[src/sv/assert_macros.svh]
// ----------------------------------------------------------------------------
// Assertion macros
// Shared concurrent assertion forms for the moment limiter RTL.
// ----------------------------------------------------------------------------
`ifndef ASSERT_MACROS_SVH
`define ASSERT_MACROS_SVH

// Same-cycle implication, disabled while reset is asserted.
`define ASSERT_IMPL(label, clk, rst_n, ante, cons, msg) \
	label: assert property (@(posedge clk) disable iff (!rst_n) (ante) |-> (cons)) \
		else $error(msg);

// Next-cycle implication, disabled while reset is asserted.
`define ASSERT_NEXT(label, clk, rst_n, ante, cons, msg) \
	label: assert property (@(posedge clk) disable iff (!rst_n) (ante) |=> (cons)) \
		else $error(msg);

`endif

[src/sv/dgml_pkg.sv]
// ----------------------------------------------------------------------------
// DG minmod moment limiter package
// Types, constants and the difference scaling function of the limiter.
// ----------------------------------------------------------------------------
`timescale 1ns / 1ps

package dgml_pkg;

	localparam int NCOEF = 4;
	localparam int MAX_MODES = 4;
	localparam int MODE_CAP = (MAX_MODES < NCOEF) ? MAX_MODES : NCOEF;
	localparam int COEF_W = 32;
	localparam int DIFF_W = COEF_W + 1;
	localparam int THRESH_W = 31;
	localparam int MODE_W = 3;
	localparam int CFG_IDX_W = 2;
	localparam int CFG_DATA_W = THRESH_W;

	localparam logic [THRESH_W-1:0] JUMP_THRESHOLD_RST = 31'd65536;
	localparam logic [MODE_W-1:0] MODES_IN_USE_RST = 3'd3;
	localparam logic [MODE_W-1:0] LOWEST_LIMITED_RST = 3'd1;

	// Reciprocals for unsigned division of a 32-bit value by three and by five.
	localparam logic [COEF_W-1:0] RECIP_3 = 32'hAAAA_AAAB;
	localparam logic [COEF_W-1:0] RECIP_5 = 32'hCCCC_CCCD;
	localparam int RECIP_3_SH = 33;
	localparam int RECIP_5_SH = 34;

	typedef enum logic [CFG_IDX_W-1:0] {
		CFG_JUMP_THRESHOLD = 2'd0,
		CFG_FORCE_LIMIT    = 2'd1,
		CFG_MODES_IN_USE   = 2'd2,
		CFG_LOWEST_LIMITED = 2'd3
	} cfg_reg_t;

	typedef logic signed [COEF_W-1:0] coef_t;
	typedef coef_t [NCOEF-1:0] cell_t;
	typedef logic signed [DIFF_W-1:0] diff_t;

	typedef struct packed {
		cell_t coef;
		logic  first;
		logic  last;
		logic  reduced;
	} item_t;

	typedef struct packed {
		logic use_left;
		logic use_right;
		logic reduced;
	} lim_ctrl_t;

	typedef struct packed {
		cell_t coef;
		logic  end_of_run;
	} result_t;

	// Reduced scaling divides by 2(2j-1), truncating toward zero. The division
	// works on the magnitude: a shift by one, then a reciprocal multiply.
	function automatic diff_t scale_diff(input diff_t d, input int unsigned j,
			input logic reduced);
		diff_t neg;
		logic [COEF_W-1:0] mag;
		logic [COEF_W-1:0] half;
		logic [2*COEF_W-1:0] prod;
		logic [COEF_W-1:0] quo;
		diff_t res;
		neg = -d;
		mag = d[DIFF_W-1] ? neg[COEF_W-1:0] : d[COEF_W-1:0];
		half = mag >> 1;
		prod = '0;
		case (j)
			2: begin
				prod = {{COEF_W{1'b0}}, half} * {{COEF_W{1'b0}}, RECIP_3};
				quo = COEF_W'(prod >> RECIP_3_SH);
			end
			3: begin
				prod = {{COEF_W{1'b0}}, half} * {{COEF_W{1'b0}}, RECIP_5};
				quo = COEF_W'(prod >> RECIP_5_SH);
			end
			default: begin
				quo = half;
			end
		endcase
		res = {1'b0, quo};
		if (d[DIFF_W-1]) begin
			res = -res;
		end
		return reduced ? res : d;
	endfunction

endpackage

[src/sv/dgml_limiter.sv]
// ----------------------------------------------------------------------------
// Minmod limiter
// Limits the higher modes of one cell against one or both neighbors and clears the modes beyond those in use.
// ----------------------------------------------------------------------------
`timescale 1ns / 1ps

module dgml_limiter
	import dgml_pkg::*;
(
	input  cell_t             cur_cell,
	input  cell_t             left,
	input  cell_t             right,
	input  lim_ctrl_t         ctrl,
	input  logic [MODE_W-1:0] modes_in_use,
	input  logic [MODE_W-1:0] lowest_limited_mode,
	output cell_t             res
);

	logic [MODE_W-1:0] mode_cnt;
	logic [MODE_W-1:0] low_mode;
	logic interior;

	always_comb begin
		mode_cnt = modes_in_use;
		if (modes_in_use == '0) begin
			mode_cnt = MODE_W'(1);
		end else if (modes_in_use > MODE_W'(MODE_CAP)) begin
			mode_cnt = MODE_W'(MODE_CAP);
		end
		interior = ctrl.use_left && ctrl.use_right;
		low_mode = MODE_W'(1);
		if (interior && lowest_limited_mode != '0) begin
			low_mode = lowest_limited_mode;
		end
	end

	assign res[0] = cur_cell[0];

	for (genvar j = 1; j < NCOEF; j++) begin : g_mode
		diff_t a;
		diff_t dr;
		diff_t dl;
		diff_t r_sel;
		logic pos;
		logic neg;
		coef_t res_j;

		always_comb begin
			a = diff_t'(cur_cell[j]);
			dr = scale_diff(diff_t'(right[j-1]) - diff_t'(cur_cell[j-1]), j,
				ctrl.reduced);
			dl = scale_diff(diff_t'(cur_cell[j-1]) - diff_t'(left[j-1]), j,
				ctrl.reduced);
			pos = (a > 0) && (!ctrl.use_right || dr > 0) && (!ctrl.use_left || dl > 0);
			neg = (a < 0) && (!ctrl.use_right || dr < 0) && (!ctrl.use_left || dl < 0);
			r_sel = a;
			if (pos) begin
				if (ctrl.use_right && dr < r_sel) begin
					r_sel = dr;
				end
				if (ctrl.use_left && dl < r_sel) begin
					r_sel = dl;
				end
			end else if (neg) begin
				if (ctrl.use_right && dr > r_sel) begin
					r_sel = dr;
				end
				if (ctrl.use_left && dl > r_sel) begin
					r_sel = dl;
				end
			end else begin
				r_sel = '0;
			end
			// The chosen value never exceeds the coefficient in magnitude.
			if (MODE_W'(j) >= mode_cnt) begin
				res_j = '0;
			end else if (MODE_W'(j) < low_mode || !(ctrl.use_left || ctrl.use_right)) begin
				res_j = cur_cell[j];
			end else begin
				res_j = r_sel[COEF_W-1:0];
			end
		end

		assign res[j] = res_j;
	end

endmodule

[config.mk]
export PLATFORM = sky130hd
export DESIGN_NAME = dgml_limiter
export DESIGN_NICKNAME = d
export VERILOG_FILES = /design/src/sv/assert_macros.svh /design/src/sv/dgml_pkg.sv /design/src/sv/dgml_limiter.sv
export SDC_FILE = /design/constraint.sdc
export NUM_CORES = 2
export LEC_CHECK = 0
export BUFFER_PORTS_ARGS = -buffer_cell sky130_fd_sc_hd__buf_2
export CORE_MARGIN = 2
export CORE_UTILIZATION = 35
export DETAILED_ROUTE_END_ITERATION = 10
export MAX_ROUTING_LAYER = met4
export PLACE_DENSITY_LB_ADDON = 0.12
export SYNTH_ARGS = -nofsm -noshare
export SYNTH_HDL_FRONTEND = slang
export SYNTH_SLANG_ARGS = --single-unit
[constraint.sdc]
create_clock -name vclk -period 34.6
set_input_delay 6.92 -clock vclk [all_inputs]
set_output_delay 6.92 -clock vclk [all_outputs]
set_load 0.02 [all_outputs]
Yosys cells after proc, flatten, opt, wreduce, memory -nomap -nowiden
Cells that the tools add are included.
{"block": "classes", "muxes": 54, "addsub": 18, "magnitude_cmp": 37, "reduce_logical": 47, "n_mul": 4}
{"op": "2-to-1 mux 33 bit", "n": 27}
{"op": "2-to-1 mux 32 bit", "n": 24}
{"op": "multiplier 31 x 32 -> 63 bit, second input constant", "n": 4}
{"op": "> comparator 33 x 1 -> 1 bit, second input constant", "n": 6}
{"op": "less-than comparator 33 x 1 -> 1 bit, second input constant", "n": 6}
{"op": "subtractor 32 x 32 -> 33 bit", "n": 6}
{"op": "negation 32 bit", "n": 6}
{"op": "> comparator 33 x 32 -> 1 bit", "n": 3}
{"op": "> comparator 33 bit", "n": 3}
{"op": "less-than comparator 33 x 32 -> 1 bit", "n": 3}
{"op": "less-than comparator 33 bit", "n": 3}
{"op": "> comparator 32 x 1 -> 1 bit, second input constant", "n": 3}
{"op": "less-than comparator 32 x 1 -> 1 bit, second input constant", "n": 3}
{"op": "negation 29 -> 33 bit", "n": 2}
{"op": "negation 30 -> 33 bit", "n": 2}
{"op": "negation 31 -> 33 bit", "n": 2}
{"op": "logical AND 1 bit", "n": 26}
{"op": "logical OR 1 bit", "n": 16}
{"op": "2-to-1 mux 3 bit", "n": 3}
{"op": "greater-or-equal comparator 2 x 3 -> 1 bit, first input constant", "n": 2}
{"op": "less-than comparator 2 x 3 -> 1 bit, first input constant", "n": 2}
{"op": "greater-or-equal comparator 1 x 3 -> 1 bit, first input constant", "n": 1}
{"op": "> comparator 3 bit, second input constant", "n": 1}
{"op": "zero test 1 bit", "n": 3}
{"op": "other kinds (3)", "n": 3}
{"block": "word_totals", "input_bits": 393, "word_cells": 160, "reg_bits": 0}

Depth between registers and ports, before layout
{"block": "logic_depth", "ltp_word": 20, "depth_mapped": 84, "ltp_nobuf": 79}

Worst setup path after synthesis
No wires, ideal clock.
{"block": "synth_path", "path_type": "input-to-output", "from": "input port right[32] in the netlist's numbering", "to": "output port res[85] in the netlist's numbering", "t_arrival_ns": 24.277, "path_stages": 79, "slack_ns": 3.403, "path_cell_list": "inv_1 ha_1 fa_1 nor2b_1 o31a_1 o21ai_0 a21oi_1 nor2_1 o21ai_0 nor2b_1 clkbuf_1 clkbuf_1 clkbuf_1 clkbuf_1 buf_1 a21oi_1 xnor2_1 ha_1 [43 not listed] o21a_1 o21a_1 o21a_1 o21a_1 o21a_1 o21a_1 o21ai_0 a21boi_0 o21a_1 o21ai_0 nand2_1 o2111ai_1 clkbuf_1 clkbuf_1 nor2_1 o31ai_1 a21oi_1 a211oi_1"}
{"item": "start: declaration", "line_no": "dgml_limiter.sv:12", "rtl": "input cell_t right,"}
{"item": "end: declaration", "line_no": "dgml_limiter.sv:16", "rtl": "output cell_t res"}

==> metrics.md <==
| Metric | Value |
|---|---|
| DR WL/cell | 26.91 µm |
| CP most frequent cell | a21o_1 |
| Clock buffers | 0 |
| RSZ-0062 raised after global routing | no |
| Vias/cell | around 5.8 |
| Final Cycle Share | 97.17% |
| Fin. Hold Viols | 0 |
| Setup violators final | 0 |
| ANT nets after route | 0 |
| Sequential fraction of the synthesis area | 0% |
| Mapped Nets | 14770 |
| GRT overflow | 0 |
| Seq cells | 0 |
| CP Max Fanout | 16 |
| Post-DP HPWL | 372600 µm |
| Starting Density | 35.26% |
| Critical Path RT | 27680 ps |
| First-pass GRT wire length | 613200 µm |
| Die W | 516.0 µm |
| Post-Syn Area | 91740 µm² |
| Fin nets | 15100 |
| Peak Freq | slightly below 30 MHz |
| GPL Wtd Cong | 1.043 |
| Warning count from the yosys run | 0 |
| Iteration-0 DRC count of the detailed router | 7696 |
| Hold Slack | 14110 ps |
| Crit path launch type | input pin |
| DRC errors left | 0 |
| Failing checks | capacitance limit, slew limit |
| Global-route met2 utilization | 50.18% |
| Cells after Synth | 11770 |
| CP arrival | approximately 27000 ps |
| Layout cells sized above 1 | 8.328% |
| Port Buffer Count | 457 |
| Via count of the first global-routing pass | ~91000 |
| Max-slew violations | 1 |
| Via count | 91010 |
| Crit. End Element | output port |
| Final Critical Period | 33620 ps |
| Routed WL | 420500 µm |
| Core region area | 260200 µm² |
| Max-capacitance violation count | 1 |
| CP max stage cell | or4b_1 |
| Synth cell types | 109 |
| FF+latch area | 0 µm² |
| HP Class | in -> out |
| Tot GR Track Use | 31.74% |
| Post-Syn Area per Cell | 7.795 µm² |
| Hold buffer count at cts | 0 |
| Fillers | 27610 |
| Worst slew pin tran | approximately 1500 ps |
| P&R area growth vs syn | 8.173% |
| Critical path buffers and inverters | 10 |
| I/O pins | 521 |
| DIE HEIGHT | 516.0 µm |
| CP Class | in -> out |
| GRT busiest layer | met2 |
| Rows | 187 |
| Initial antenna violation count | 57 |
| Setup TNS | 0 ps |
| Rel. slew slack | -0.6060% |
| Die area | 266200 µm² |
| Outcome | finished with violations |
| GR Layer Usage met1 | 41.61% |
| Largest net degree at the start of global routing | 69 |
| Drt pass-1 iters | 6 |
| Largest stage delay on the critical path | 710 ps |
| Met3 Use GR | 2.410% |
| Top delay family on crit path | compound AO/OA/AOI/OAI gates |
[kinds of logic after synthesis]
| group | after synthesis | synth area share [%] |
|---|---|---|
| mux | 349 | 3.894 |
| compound gates | 2994 | 21.45 |
| xor+xnor | 541 | 5.195 |
| simple gates | 2996 | 16.51 |
| fa+ha+maj | 2608 | 43.45 |
| buf+inv | 2281 | 9.507 |
[final timing paths]
check / start / endpoint / slack (ps) / cells past startpoint
hold / removal: cur_cell[17] / res[17] / 14110 / 2
setup / recovery: cur_cell[34] / res[93] / 980 / 78
[final cells by class]
cell class | instances | area, µm² | area share [%]
Tap cell | 3496 | 4374 | 4.408
Antenna cell | 37 | 92.59 | 0.09330
Inverter | 1871 | 7025 | 7.079
Multi-Input combinational cell | 9488 | 83330 | 83.96
Timing Repair Buffer | 733 | 4422 | 4.456
[per-layer routing]
layer  vias up  wire length (µm)
met5         -                 0
met4         0             21820
met3       508             22480
met2      3334            191000
met1     44940            185200
li1      42230                 -
[placed cells by master, fill, tap and decap left out, types with 247 or more instances in the layout]
master	instances
xnor2_1	351
o21ai_0	607
nand4_1	247
a21o_1	264
a21oi_1	873
nor2_1	750
buf_4	272
inv_1	1868
ha_1	1644
mux2i_1	284
nand2_1	645
buf_2	455
fa_1	963
[synth_stat cells (all sizes together) (231+ instances only)]
| cell | n | area, µm² |
|---|---|---|
| nor3 | 231 | 1156 |
| inv | 1870 | 7019 |
| a21oi | 878 | 4398 |
| mux2i | 286 | 2863 |
| a21o | 264 | 1982 |
| o21ai | 627 | 3138 |
| nand2 | 645 | 2421 |
| nand4 | 247 | 1545 |
| nor2 | 754 | 2830 |
| xnor2 | 354 | 3100 |
| fa | 963 | 19280 |
| ha | 1645 | 20580 |
| clkbuf | 325 | 1220 |
[repair_timing]
action / in CTS / in global routing
resized for setup: 0 / 16
setup endpoints to repair: 0 / 55
buffers inserted: 0 / 1
hold endpoints to repair: 0 / 0
[stage by stage]
| step | cells | setup slack (ps) | instance area (µm²) | util, % |
|---|---|---|---|---|
| global placement | 15590 | 607.2 | 99060 | 38.07 |
| CTS | 15590 | 494.4 | 99060 | 38.07 |
| detailed placement | 15590 | 597.1 | 99060 | 38.07 |
| floorplan | 11770 | 3403 | 91740 | - |
| finish | 15630 | 978.5 | 99240 | 38.14 |
| global route | 15620 | 11.00 | 99220 | 38.14 |
