### config.mk
export PLATFORM = sky130hd
export DESIGN_NAME = dgml_in_stage
export DESIGN_NICKNAME = d
export VERILOG_FILES = /design/src/sv/assert_macros.svh /design/src/sv/dgml_pkg.sv /design/src/sv/dgml_in_stage.sv
export SDC_FILE = /design/constraint.sdc
export NUM_CORES = 1
export LEC_CHECK = 0
export ABC_AREA = 1
export BUFFER_PORTS_ARGS = -buffer_cell sky130_fd_sc_hd__buf_2
export CELL_PAD_IN_SITES_DETAIL_PLACEMENT = 0
export CELL_PAD_IN_SITES_GLOBAL_PLACEMENT = 1
export CORE_MARGIN = 10
export CORE_UTILIZATION = 35
export CTS_CLUSTER_DIAMETER = 200
export DETAILED_ROUTE_END_ITERATION = 10
export GPL_TIMING_DRIVEN = 0
export PLACE_DENSITY_LB_ADDON = 0.1
export SETUP_SLACK_MARGIN = 0.05
export SKIP_CTS_REPAIR_TIMING = 1
export SYNTH_ARGS = -nofsm -noshare
export SYNTH_HDL_FRONTEND = slang
export SYNTH_SLANG_ARGS = --single-unit
### constraint.sdc
create_clock -name clk -period 9.35 [get_ports clk]
set_input_delay 1.87 -clock clk [delete_from_list [all_inputs] [get_ports clk]]
set_output_delay 1.87 -clock clk [all_outputs]
set_load 0.02 [all_outputs]
### src/sv/assert_macros.svh
// ----------------------------------------------------------------------------
// Assertion macros
// Shared concurrent assertion forms for the moment limiter RTL.
// ----------------------------------------------------------------------------
`ifndef ASSERT_MACROS_SVH
`define ASSERT_MACROS_SVH

// Same-cycle implication, disabled while reset is asserted.
`define ASSERT_IMPL(label, clk, rst_n, ante, cons, msg) \
	label: assert property (@(posedge clk) disable iff (!rst_n) (ante) |-> (cons)) \
		else $error(msg);

// Next-cycle implication, disabled while reset is asserted.
`define ASSERT_NEXT(label, clk, rst_n, ante, cons, msg) \
	label: assert property (@(posedge clk) disable iff (!rst_n) (ante) |=> (cons)) \
		else $error(msg);

`endif

### src/sv/dgml_pkg.sv
// ----------------------------------------------------------------------------
// DG minmod moment limiter package
// Types, constants and the difference scaling function of the limiter.
// ----------------------------------------------------------------------------
`timescale 1ns / 1ps

package dgml_pkg;

	localparam int NCOEF = 4;
	localparam int MAX_MODES = 4;
	localparam int MODE_CAP = (MAX_MODES < NCOEF) ? MAX_MODES : NCOEF;
	localparam int COEF_W = 32;
	localparam int DIFF_W = COEF_W + 1;
	localparam int THRESH_W = 31;
	localparam int MODE_W = 3;
	localparam int CFG_IDX_W = 2;
	localparam int CFG_DATA_W = THRESH_W;

	localparam logic [THRESH_W-1:0] JUMP_THRESHOLD_RST = 31'd65536;
	localparam logic [MODE_W-1:0] MODES_IN_USE_RST = 3'd3;
	localparam logic [MODE_W-1:0] LOWEST_LIMITED_RST = 3'd1;

	// Reciprocals for unsigned division of a 32-bit value by three and by five.
	localparam logic [COEF_W-1:0] RECIP_3 = 32'hAAAA_AAAB;
	localparam logic [COEF_W-1:0] RECIP_5 = 32'hCCCC_CCCD;
	localparam int RECIP_3_SH = 33;
	localparam int RECIP_5_SH = 34;

	typedef enum logic [CFG_IDX_W-1:0] {
		CFG_JUMP_THRESHOLD = 2'd0,
		CFG_FORCE_LIMIT    = 2'd1,
		CFG_MODES_IN_USE   = 2'd2,
		CFG_LOWEST_LIMITED = 2'd3
	} cfg_reg_t;

	typedef logic signed [COEF_W-1:0] coef_t;
	typedef coef_t [NCOEF-1:0] cell_t;
	typedef logic signed [DIFF_W-1:0] diff_t;

	typedef struct packed {
		cell_t coef;
		logic  first;
		logic  last;
		logic  reduced;
	} item_t;

	typedef struct packed {
		logic use_left;
		logic use_right;
		logic reduced;
	} lim_ctrl_t;

	typedef struct packed {
		cell_t coef;
		logic  end_of_run;
	} result_t;

	// Reduced scaling divides by 2(2j-1), truncating toward zero. The division
	// works on the magnitude: a shift by one, then a reciprocal multiply.
	function automatic diff_t scale_diff(input diff_t d, input int unsigned j,
			input logic reduced);
		diff_t neg;
		logic [COEF_W-1:0] mag;
		logic [COEF_W-1:0] half;
		logic [2*COEF_W-1:0] prod;
		logic [COEF_W-1:0] quo;
		diff_t res;
		neg = -d;
		mag = d[DIFF_W-1] ? neg[COEF_W-1:0] : d[COEF_W-1:0];
		half = mag >> 1;
		prod = '0;
		case (j)
			2: begin
				prod = {{COEF_W{1'b0}}, half} * {{COEF_W{1'b0}}, RECIP_3};
				quo = COEF_W'(prod >> RECIP_3_SH);
			end
			3: begin
				prod = {{COEF_W{1'b0}}, half} * {{COEF_W{1'b0}}, RECIP_5};
				quo = COEF_W'(prod >> RECIP_5_SH);
			end
			default: begin
				quo = half;
			end
		endcase
		res = {1'b0, quo};
		if (d[DIFF_W-1]) begin
			res = -res;
		end
		return reduced ? res : d;
	endfunction

endpackage

### src/sv/dgml_in_stage.sv
// ----------------------------------------------------------------------------
// Input stage
// Registers one cell request and flags it when its potential jump is large or limiting is forced.
// ----------------------------------------------------------------------------
`timescale 1ns / 1ps

module dgml_in_stage
	import dgml_pkg::*;
(
	input  logic                clk,
	input  logic                arst_n,
	input  logic                in_valid,
	output logic                in_stall,
	input  cell_t               in_cell,
	input  logic signed [31:0]  potential_left,
	input  logic signed [31:0]  potential_right,
	input  logic                first_cell,
	input  logic                last_cell,
	input  logic [THRESH_W-1:0] jump_threshold,
	input  logic                force_limit,
	input  logic                take,
	output logic                valid_s1,
	output item_t               item_s1
);

	diff_t jump;
	diff_t jump_neg;
	logic [DIFF_W-1:0] jump_mag;
	logic reduced;
	logic load;

	always_comb begin
		jump = diff_t'(potential_left) - diff_t'(potential_right);
		jump_neg = -jump;
		jump_mag = jump[DIFF_W-1] ? jump_neg : jump;
		reduced = force_limit || (jump_mag > {2'b00, jump_threshold});
	end

	assign in_stall = valid_s1 && !take;
	assign load = in_valid && !in_stall;

	always_ff @(posedge clk or negedge arst_n) begin
		if (!arst_n) begin
			valid_s1 <= 1'b0;
		end else if (load) begin
			valid_s1 <= 1'b1;
		end else if (take) begin
			valid_s1 <= 1'b0;
		end
	end

	always_ff @(posedge clk) begin
		if (load) begin
			item_s1.coef <= in_cell;
			item_s1.first <= first_cell;
			item_s1.last <= last_cell;
			item_s1.reduced <= reduced;
		end
	end

endmodule

Word-level counts from Yosys, hierarchy flattened
Cells that the tools add are included.
Widths: inputs -> output; s select.
Operators by class
  $add $sub $neg: 2
  $lt $le $gt $ge: 1
  mux-type cells: 3
  reductions and logical operators: 6
Operators with widths (count)
  $gt 33x31->1: 1
  $mux 33: 1
  $neg 33->33: 1
  $sub 32x32->33: 1
  $logic_and 1x1->1: 2
  $logic_not 1->1: 2
  $mux 1: 2
  $reduce_bool 2->1: 1
  $logic_or 1x1->1: 1
Word-level totals
  flip-flop bits (word level): 132
  bits of input ports: 230
  output and inout port bits: 133
  logic and storage cells: 20

Longest topological paths before layout
  word-level depth: 5
  gate-level depth with buffers: 37
  depth with buffers taken out: 36

Worst setup path before layout
OpenSTA, ideal clock, no wires.
  path type: input to register
  from: input port take
  to: register item_s1[0] in the netlist's numbering, enable pin
  setup time: 0.623 ns
  data arrival time: 7.532 ns
  data required time: 8.727 ns
  path slack: 1.194 ns
  stages: 4
  path buffers: 0
  path through: inv_1 > nand2_1 > inv_1 > nor2_1
Between the ends
  cells in the longest elaborated chain, start to end: 4
RTL lines
  start, declared: line dgml_in_stage.sv:21  | input logic take,
  $logic_not 1->1: line dgml_in_stage.sv:39  | assign in_stall = valid_s1 && !take;
  $logic_and 1x1->1: line dgml_in_stage.sv:39
  via in_stall: line dgml_in_stage.sv:13  | output logic in_stall,
  $logic_not 1->1: line dgml_in_stage.sv:40  | assign load = in_valid && !in_stall;
  $logic_and 1x1->1: line dgml_in_stage.sv:40
  via load: line dgml_in_stage.sv:30  | logic load;
  end, declared: line dgml_in_stage.sv:23  | output item_t item_s1
The timed path passes the listed nets, and every way through them passes these cells.
A chain may end at the register's enable or synchronous reset.

Worst setup path in the final report
  from: input port potential_left[0]
  to: register item_s1[0] in the netlist's numbering (data pin)
Between the ends
  cells in the longest elaborated chain, start to end: 5
RTL lines
  start, declared: line dgml_in_stage.sv:15  | input logic signed [31:0] potential_left,
  $sub 32x32->33 *: line dgml_in_stage.sv:33  | jump = diff_t'(potential_left) - diff_t'(potential_right);
  $neg 33->33: line dgml_in_stage.sv:34  | jump_neg = -jump;
  $mux 33 *: line dgml_in_stage.sv:35  | jump_mag = jump[DIFF_W-1] ? jump_neg : jump;
  $gt 33x31->1 *: line dgml_in_stage.sv:36  | reduced = force_limit || (jump_mag > {2'b00, jump_threshold});
  $logic_or 1x1->1 *: line dgml_in_stage.sv:36
  via reduced: line dgml_in_stage.sv:29  | logic reduced;
The timed path passes the listed nets; every way through them passes the cells marked *.

==> impl_metrics.env <==
export IMPL_status="finished clean"
export IMPL_cts_clk_slew_worst_paths_ns=0.07
export IMPL_core_area_sq_um=24200
export IMPL_min_path_cells=2
export IMPL_hold_ws_ns=0.506
export IMPL_grt_pass1_vias=7451
export IMPL_ys_warnings_count=0
export IMPL_async_flop_share_pct=0.758
export IMPL_clk_path_buf_depth=2
export IMPL_insertion_delay_ns=0.41
export IMPL_setup_slack_ns=3.63
export IMPL_power_density_nw_per_um2=166
export IMPL_worst_slew_pin_slew_ns=0.421
export IMPL_rsz0062_at_grt="no"
export IMPL_antenna_found_initial=7
export IMPL_cpPeakStageDelay_ns=0.44
export IMPL_r2r_setup_slack_ns=7.40
export IMPL_grt_pass1_wl_um=43300
export IMPL_rows=57
export IMPL_vdd_drop_max_v=0.000110
export IMPL_dr_first_iter_drc_count=321
export IMPL_initial_core_util_pct=35.4
export IMPL_power_internal_mw=1.28
export IMPL_worstHoldPathType="reg -> reg"
export IMPL_die_y_um=177
export IMPL_syn2layout_area_growth_pct=33.6
export IMPL_switching_power_mw=0.627
export IMPL_final_nets=1724
export IMPL_cts_max_level=4
export IMPL_critPathRequiredTime_ns=9.52
export IMPL_worstSetupPathType="in -> reg"
export IMPL_p_sw_share_pct=33.0
export IMPL_totalWireLength_um=29700
export IMPL_r2r_end="item_s1[129]"
export IMPL_cp_common_cell="nand2_1"
export IMPL_synth_flop_cell="edfxtp_1"
export IMPL_clock_sinks=132
export IMPL_startpoint="potential_left[0]"
export IMPL_grt_use_total_pct=18.3
export IMPL_drive_gt1_share_pct=32.4
export IMPL_endpoint_kind="register"
export IMPL_clock_skew_ns=0.0151
export IMPL_worstHoldEndpoint="valid_s1"
export IMPL_reg2reg_depth=6
export IMPL_syn_nets=1339
export IMPL_setup_viol=0
export IMPL_overflow=0
export IMPL_vias=7624
export IMPL_fmax_mhz=175
export IMPL_synth_largest_area_cell="edfxtp_1"
export IMPL_fp_dieArea_sq_um=31200
export IMPL_ys_ff_latch=132
export IMPL_min_delay_start="valid_s1"
export IMPL_dpl_hpwl_um=26200
export IMPL_slowest_stage="fa_1"
export IMPL_syn_inst=1044
export IMPL_worstPathArrival_ns=5.88
export IMPL_slew_headroom_pct=71.8
export IMPL_cts_inserted_buffers=17
export IMPL_r2r_start="valid_s1"
export IMPL_post_drt_wl_per_cell_um=16.8
export IMPL_ant_nets=0
export IMPL_dp_slack_ns=3.16
export IMPL_path_max_fanout=10
export IMPL_multi_input_area_sq_um=3640
export IMPL_route_detailed_drc=0
export IMPL_io_pins=363
export IMPL_grt_max_degree=33
export IMPL_hold_violations=0
export IMPL_yosysUniqueCellTypes=37
export IMPL_clockRootBuffer="clkbuf_16"
export IMPL_final_max_slew_viol_count=0
export IMPL_synth_edff_count=131
export IMPL_gp_congestion=0.853
export IMPL_fin_crit_ns=5.72
export IMPL_firstDrtPassIters=5
export IMPL_io_buffers=362
export IMPL_netlist_area_sq_um=8580
export IMPL_yosysSeqAreaShare_pct=46.1
export IMPL_fill_cells=2459
export IMPL_synth_area_leaders="edfxtp_1 (46%), nand2_1 (14%), inv_1 (11%)"
export IMPL_cts_tree="done"
export IMPL_combPwrFrac_pct=29.5
export IMPL_syn_area_per_cell_sq_um=8.22
export IMPL_synth_common_cells="nand2_1 (326), inv_1 (241), edfxtp_1 (131)"
export IMPL_fin_crit_sh_pct=61.2
export IMPL_crit_path_start_kind="input port"
export IMPL_viasPerCell=4.31
export IMPL_synth_top_area_share_pct=45.9
export IMPL_seq_power_share_pct=36.6
export IMPL_p_leak_nw=6.23
export IMPL_seq_area_sq_um=3960
export IMPL_die_x_um=177
export IMPL_clock_power_share_pct=33.9
export IMPL_cap_violations=0
export IMPL_yosysMostFrequentCell="nand2_1"
[worst max-delay path by stage]
stage,to,slack (ns),cells after the start
floorplan,item_s1[0],1.19,4
global placement,item_s1[3],-0.99,5
detailed placement,item_s1[0],3.16,36
CTS,item_s1[0],3.58,36
global route,item_s1[0],3.17,36
finish,item_s1[0],3.63,36
[kinds of logic after synthesis]
| group | synth area share, % |
|---|---|
| AOI/OAI and AO/OA | 3.21 |
| and+or+nand+nor | 26.2 |
| DFF | 46.1 |
| buffers and inverters | 11.5 |
| xor gates and xnor gates | 3.44 |
| adders and majority gates | 9.57 |
[cells in the final DEF, fill, tap and decap left out, drive strengths merged]
| cell | instances |
|---|---|
| buf | 370 |
| nand2 | 358 |
| inv | 255 |
| edfxtp | 131 |
| nor2 | 79 |
| ha | 64 |
| nand3 | 46 |
| a21oi | 32 |
| xor2 | 22 |
| clkbuf | 18 |
| nand4 | 13 |
| nor3 | 12 |
| xnor2 | 10 |
| o21ai | 8 |
| nand3b | 5 |
| clkinvlp | 5 |
| diode | 3 |
| a21o | 3 |
| o31ai | 2 |
| o21bai | 1 |
| o211ai | 1 |
| and2 | 1 |
| clkinv | 1 |
| o21a | 1 |
| a211oi | 1 |
| fa | 1 |
| bufinv | 1 |
| dfrtp | 1 |
[worst max-delay path: cells and delay by family]
kind,cells,cell delay [ns]
adder cells (fa/ha/maj),3,0.93
AND/OR/NAND/NOR,23,1.93
AO/OA/AOI/OAI,3,0.45
XOR/XNOR,1,0.15
buffers and inverters,6,0.49
[power by group through the flow]
stage               combinational [mW]  sequential (mW)  clock [mW]
finish                           0.561            0.697       0.645
global route                     0.643            0.699       0.686
CTS                              0.572            0.697       0.657
detailed placement               0.569            0.710           0
global placement                 0.557            0.718           0
floorplan                        0.344            0.759           0
[layout make-up]
class / count / area share [%]
Tap cell: 324 / 3.54
Clock buffer: 18 / 3.74
Antenna cell: 3 / 0.0655
Buffer: 4 / 0.426
Sequential cell: 132 / 34.5
Inverter: 248 / 8.15
Timing Repair Buffer: 366 / 16.5
Multi-Input combinational cell: 660 / 31.8
Clock inverter: 14 / 1.24
[flip-flops by register name (all words and copies together) (netlist names)]
| signal | cells |
|---|---|
| item_s1 | 131 |
| valid_s1 | 1 |
[through the flow]
step                      TNS [ns]  area [sq um]  power (mW)  cells  util [%]
after detailed placement         0         10900        1.28   1734      44.9
after global routing             0         11500        2.03   1769      47.3
after global placement     -128.26         10800        1.27   1730      44.5
after floorplan                  0          8580        1.10   1044         -
final                            0         11500        1.90   1769      47.3
after CTS                        0         11500        1.93   1766      47.2
[metal layers]
metal  wire, um  share of wire [%]  track usage [%]  vias up
li1           -                  -                -     4021
met1      11700                 40             19.7     3350
met2      15600                 52             34.1      223
met3       1990                6.7             4.89       22
met4        325                1.1             5.11        8
met5         44               0.15                0        -
Power figures use the tool's default switching activity.
